`config.mk`:
```
export PLATFORM = sky130hd
export DESIGN_NAME = tdg_ram
export DESIGN_NICKNAME = d
export VERILOG_FILES = /design/src/design/trilinear_devoxelize_gather_unit_assert.svh /design/src/design/tdg_ram.sv
export SDC_FILE = /design/constraint.sdc
export NUM_CORES = 2
export LEC_CHECK = 0
export BUFFER_PORTS_ARGS = -buffer_cell sky130_fd_sc_hd__buf_2
export CELL_PAD_IN_SITES_DETAIL_PLACEMENT = 2
export CELL_PAD_IN_SITES_GLOBAL_PLACEMENT = 2
export CORE_UTILIZATION = 40
export DETAILED_ROUTE_END_ITERATION = 8
export MAX_ROUTING_LAYER = met4
export PLACE_DENSITY = 0.66
export SYNTH_ARGS = -nofsm -noshare
export SYNTH_HDL_FRONTEND = slang
export SYNTH_SLANG_ARGS = --single-unit
```
`constraint.sdc`:
```
create_clock -name clk_i -period 6.9 [get_ports clk_i]
set_input_delay 1.38 -clock clk_i [delete_from_list [all_inputs] [get_ports clk_i]]
set_output_delay 1.38 -clock clk_i [all_outputs]
set_load 0.02 [all_outputs]
```
`src/design/trilinear_devoxelize_gather_unit_assert.svh`:
```
// ---------------------------------------------------------------------------
// Assertion macros for the trilinear devoxelize gather unit
// Shared property wrappers. Each macro is clocked by clk_i and is disabled
// while rst_ni is low.
// ---------------------------------------------------------------------------
`ifndef TRILINEAR_DEVOXELIZE_GATHER_UNIT_ASSERT_SVH
`define TRILINEAR_DEVOXELIZE_GATHER_UNIT_ASSERT_SVH

// Same-cycle implication.
`define TDG_ASSERT_IMPL(label, ante, cons) \
  label: assert property (@(posedge clk_i) disable iff (!rst_ni) (ante) |-> (cons)) \
    else $error("tdg assertion failed: same-cycle implication");

// Next-cycle implication.
`define TDG_ASSERT_NEXT(label, ante, cons) \
  label: assert property (@(posedge clk_i) disable iff (!rst_ni) (ante) |=> (cons)) \
    else $error("tdg assertion failed: next-cycle implication");

`endif

```
`src/design/tdg_ram.sv`:
```
// ---------------------------------------------------------------------------
// tdg_ram
// Generic single-write, single-read RAM with a registered read port.
// ---------------------------------------------------------------------------
module tdg_ram #(
  parameter int Width = 16,
  parameter int Depth = 256
) (
  input  logic                     clk_i,
  input  logic                     we_i,
  input  logic [$clog2(Depth)-1:0] waddr_i,
  input  logic [Width-1:0]         wdata_i,
  input  logic                     re_i,
  input  logic [$clog2(Depth)-1:0] raddr_i,
  output logic [Width-1:0]         rdata_o
);

  logic [Width-1:0] mem_q [Depth];

  always_ff @(posedge clk_i) begin
    if (we_i) begin
      mem_q[waddr_i] <= wdata_i;
    end
    if (re_i) begin
      rdata_o <= mem_q[raddr_i];
    end
  end

endmodule

```
# ---- Yosys cells after proc, flatten, opt, wreduce, memory -nomap -nowiden
# Memories as Yosys holds them, arrays and structs flattened. A register that Yosys moved wholly into a read port is not among the register bits.
# Index checks and enable logic that the tools add are counted.
dict set report totals {
  inputBits 35
  word_cells 3
  register_bits 0
  n_memories 1
  ramBits 4096
  output_inout_bits 16
  romBits 0
  latch_bits 0
}
# memory depth word_bits rd rd_ports_with_merged_regs wr line
set mem_list {}
lappend mem_list {mem_q 256 16 1 1 1 tdg_ram.sv:18} ;# logic [Width-1:0] mem_q [Depth];
dict set report classes {
  bitwise_logic 0
  reduce_logical 0
  muxes 2
  multipliers 0
  order_cmp 0
  addsub 0
  div_mod_pow 0
  shifts 0
  n_eq_ne 0
}
# operator n
set ops {}
lappend ops {{two-way mux 1 bit} 2}

# ---- Depth between registers and ports, before layout
dict set report depth {
  ltp_word 2
  depth_mapped 12
  mapped_depth_nobuf 6
}

# ---- Worst setup path after synthesis
# Ideal clock, no wire load.
dict set report synth_path {
  path_kind {input to register}
  startpoint {in raddr_i[0]}
  endpoint {reg rdata_o[4] (read register of mem_q) (data pin)}
  arrival_time_ns 3.364
  path_slack_ns 3.271
  required_time_ns 6.635
  setup_time_ns 0.265
  stages 8
  n_path_buf 3
  cell_sequence {buf_6 > buf_6 > buf_2 > mux4_2 > mux4_2 > a22o_1 > o32ai_2 > nor4_2}
}
# element line
set synth_rtl {}
lappend synth_rtl {{from (decl)} tdg_ram.sv:14} ;# input logic [$clog2(Depth)-1:0] raddr_i,
lappend synth_rtl {{to (decl)} tdg_ram.sv:15} ;# output logic [Width-1:0] rdata_o

==> impl_table.tex <==
\begin{tabular}{lr}
\hline
Metric & Value \\
\hline
\multicolumn{2}{l}{\textbf{Global routing}} \\
\quad Global-route wire length before repair & roughly 750 mm \\
\quad Antenna violations before repair & 36 \\
\quad Largest net degree at the start of global routing & slightly below 200 \\
\quad Overall routing resource usage & roughly 28\% \\
\quad Number of global-route vias before repair & between 80000 and 90000 \\
\quad Remaining global-route overflow & 0 \\
\multicolumn{2}{l}{\textbf{Clock network}} \\
\quad Total clock sinks & just over 4000 \\
\quad Hold-fix buffers, CTS & 0 \\
\quad Number of buffers added by the clock tree synthesis step & 430 \\
\quad Number of gates given a new drive strength after cts & 0 \\
\quad Deepest level of the CTS H-tree & 5 \\
\quad Clock transition at the registers of the reported paths & 70 ps \\
\quad Root buffer cell & clkbuf\_16 \\
\quad Number of buffers on the longest clock path & 4 \\
\quad Clk Latency, worst-skew pair & 1050 ps \\
\quad Post-CTS setup-driven buffer insertion count & 0 \\
\quad CTS tree & yes \\
\multicolumn{2}{l}{\textbf{Synthesis}} \\
\quad Ranking of synthesized cells by area & edfxtp\_1, mux4\_2, mux2i\_1 \\
\quad Area of the mapped netlist & 0.159 mm² \\
\quad Sequential-to-total area share from yosys stat & between 70\% and 80\% \\
\quad Seq cells post-synth & 4112 \\
\quad Post-Syn Area per Cell & 21.6 µm² \\
\quad Warning count from the yosys run & 0 \\
\quad Net count of the mapped netlist & about 7400 \\
\quad Most area-hungry cell type in the Yosys netlist & edfxtp\_1 \\
\quad Flip-flop cell with the highest count after synthesis & edfxtp\_1 \\
\quad Share of synthesized registers carrying an async set or reset & 0\% \\
\quad Post-synth EDFFs & between 4000 and 5000 \\
\quad Area share of the largest cell type after synthesis & between 70 and 80\% \\
\quad Number of different library cells in the post-synthesis netlist & 51 \\
\quad Gate Count Post-Synth & 7360 \\
\multicolumn{2}{l}{\textbf{STA}} \\
\quad Setup repair after global routing missed its margin & false \\
\quad Final worst clock skew & 48.0 ps \\
\quad Fin crit share & 70.7\% \\
\quad Transition at the pin with the smallest max-transition slack & 1400 ps \\
\quad Achievable Freq & between 200 and 250 MHz \\
\quad Hold violation total from the final report & 0 \\
\quad Setup TNS & 0 ps \\
\quad \# setup viols final & 0 \\
\quad Slew headroom & between 6 and 7\% \\
\quad Count of final max-slew check failures & 0 \\
\quad Time the final worst path needs with I/O delays and setup & 4880 ps \\
\multicolumn{2}{l}{\textbf{Floorplan}} \\
\quad Starting Density & about 40\% \\
\quad Std-Cell Core Area & a little under 0.4 mm² \\
\quad Floorplan die area & between 0.3 and 0.4 mm² \\
\quad Die width & between 600 and 700 µm \\
\quad Die outline height & between 600 and 700 µm \\
\quad Rows & 231 \\
\quad Count of boundary I/O pins & 51 \\
\multicolumn{2}{l}{\textbf{Cells and area}} \\
\quad Leading cell type in the layout, fill and taps excluded & edfxtp\_1 \\
\quad NumNets Final & about 8000 \\
\quad Layout area overhead & 14.4\% \\
\quad Fill cell instance count of the final layout & 35200 \\
\quad Layout cell share with drive strength beyond 1 & between 20\% and 30\% \\
\quad Multi-input gate area in the final layout & 0.0331 mm² \\
\quad Sequential cell area & 0.123 mm² \\
\quad Top library cells by usage in the layout, fill and taps aside & edfxtp\_1, mux4\_2, mux2i\_1 \\
\multicolumn{2}{l}{\textbf{Drt}} \\
\quad Mean number of vias per cell & 6.22 \\
\quad Vias after detailed routing & about 84000 \\
\quad Antenna Violating Nets Remaining & 0 \\
\quad Final Routed Wirelength & approximately 550 mm \\
\quad DRC errors left & 0 \\
\quad Number of detailed-route iterations in the first pass & 6 \\
\quad 1st-iter DRT viols & around 11000 \\
\quad Average routed wire per standard cell & 40.8 µm \\
\multicolumn{2}{l}{\textbf{Pwr}} \\
\quad Worst VDD drop & 228 µV \\
\quad Areal power density over the cells & 298 mW/mm² \\
\quad Power Total & 0.0542 W \\
\quad Total leakage power & 57.3 nW \\
\multicolumn{2}{l}{\textbf{Worst setup path}} \\
\quad Sort of element at the end of the critical path & register \\
\quad Destination of the worst register-to-register timing path & rdata\_o[8] \\
\quad Register-to-Register Path Depth & 6 \\
\quad Arrival time at the worst endpoint & 5670 ps \\
\quad Capturing instance or port of the critical path & rdata\_o[8] \\
\quad Worst setup path category & input port to register \\
\quad Worst setup SP type & input port \\
\quad Required time of the critical path & around 7700 ps \\
\quad Reg-to-reg setup timing slack & roughly 3400 ps \\
\quad Launching element of the worst setup path & raddr\_i[0] \\
\quad Launching point of the worst reg2reg path & mem\_q[56][8] \\
\quad Max Fanout on Critical Path & 63 \\
\multicolumn{2}{l}{\textbf{Worst hold path}} \\
\quad Worst hold stages & 1 \\
\quad Path class of the lowest-slack min-delay path & input port to register \\
\multicolumn{2}{l}{\textbf{Status}} \\
\quad Status & finished, final reports clean \\
\multicolumn{2}{l}{\textbf{Placement}} \\
\quad Routability Congestion & 0.867 \\
\quad Dpl hpwl & 315 mm \\
\quad Number of port buffers & 50 \\
\multicolumn{2}{l}{\textbf{Job}} \\
\quad Max-capacitance violation count & 0 \\
\hline
\end{tabular}
==> layer usage <==
metal | up-vias | GRT usage, % | part of all wire [%]
li1 | 32300 | - | -
met1 | 46100 | 35.6 | 39
met2 | 4440 | 45.2 | 49
met3 | 951 | 4.35 | 7.6
met4 | 0 | 10.6 | 4.5
met5 | - | - | 0
==> worst max-delay path, cell delays in order <==
cell,delay (ps)
buf_12,470
buf_12,340
buf_4,350
mux4_2,550
mux4_2,530
a22o_1,470
o32ai_1,1030
buf_4,240
nor4_1,50
==> synth_stat cells (6+ instances only) <==
cell,instances
nor2_1,304
buf_8,11
o22ai_1,148
buf_6,77
buf_1,27
nand3_1,35
a31oi_1,6
a21oi_1,175
edfxtp_1,4112
mux2i_1,565
buf_4,26
a211oi_1,18
nand4_1,26
nor3_1,92
o21ai_0,37
a2111oi_0,6
a22o_1,32
o32ai_1,20
o221ai_1,252
o31ai_1,16
nor2b_1,9
buf_2,76
nand2_1,38
and3_1,11
a22oi_1,43
mux4_2,797
clkbuf_1,230
nor4_1,17
mux2_2,88
a221oi_1,28
==> per-stage QoR <==
stage	util (%)	hold WS, ps	cell area, µm²	setup slack [ps]	instances
5_1_grt	45.9	780	182000	2080	13500
3_3_place_gp	42.4	1100	168000	1130	12700
6_report	45.9	790	182000	2020	13500
3_5_place_dp	42.4	1180	168000	1130	12700
2_1_floorplan	-	973	159000	3270	7360
4_1_cts	45.9	777	182000	2210	13500
==> cell type report <==
cell class                      count  area share [%]
Sequential cell                  4112            67.9
Antenna cell                       20          0.0275
Inverter                            4          0.0151
Timing Repair Buffer              520            2.55
Clock inverter                    265            1.48
Multi-Input combinational cell   2792            18.2
Clock buffer                      526            6.18
Tap cell                         5242            3.61
==> worst min-delay path by stage <==
stage	startpoint	end	slack, ps
5_1_grt	wdata_i[8]	mem_q[77][8]	780
6_report	wdata_i[8]	mem_q[74][8]	790
4_1_cts	wdata_i[8]	mem_q[77][8]	780
3_5_place_dp	mem_q[200][4]	rdata_o[4]	1180
2_1_floorplan	mem_q[232][1]	rdata_o[1]	970
3_3_place_gp	mem_q[202][4]	rdata_o[4]	1100
==> power by group <==
part           switching [W]  leakage, nW  internal (W)
registers          0.0000531         37.0        0.0276
clock network         0.0105         6.79        0.0133
logic                0.00195         13.5      0.000876
==> sequential cells by signal, summed over array words and instances, names as in the netlist <==
signal   flops
rdata_o     16
mem_q     4096
==> logic make-up after synthesis <==
logic type	Yosys count	share of synthesized area, %
DFF	4112	77.7
muxes	1450	15.5
AOI/OAI and AO/OA	786	3.53
and+or+nand+nor	556	1.57
buffers and inverters	456	1.69
(Power assumes the default switching activity.)
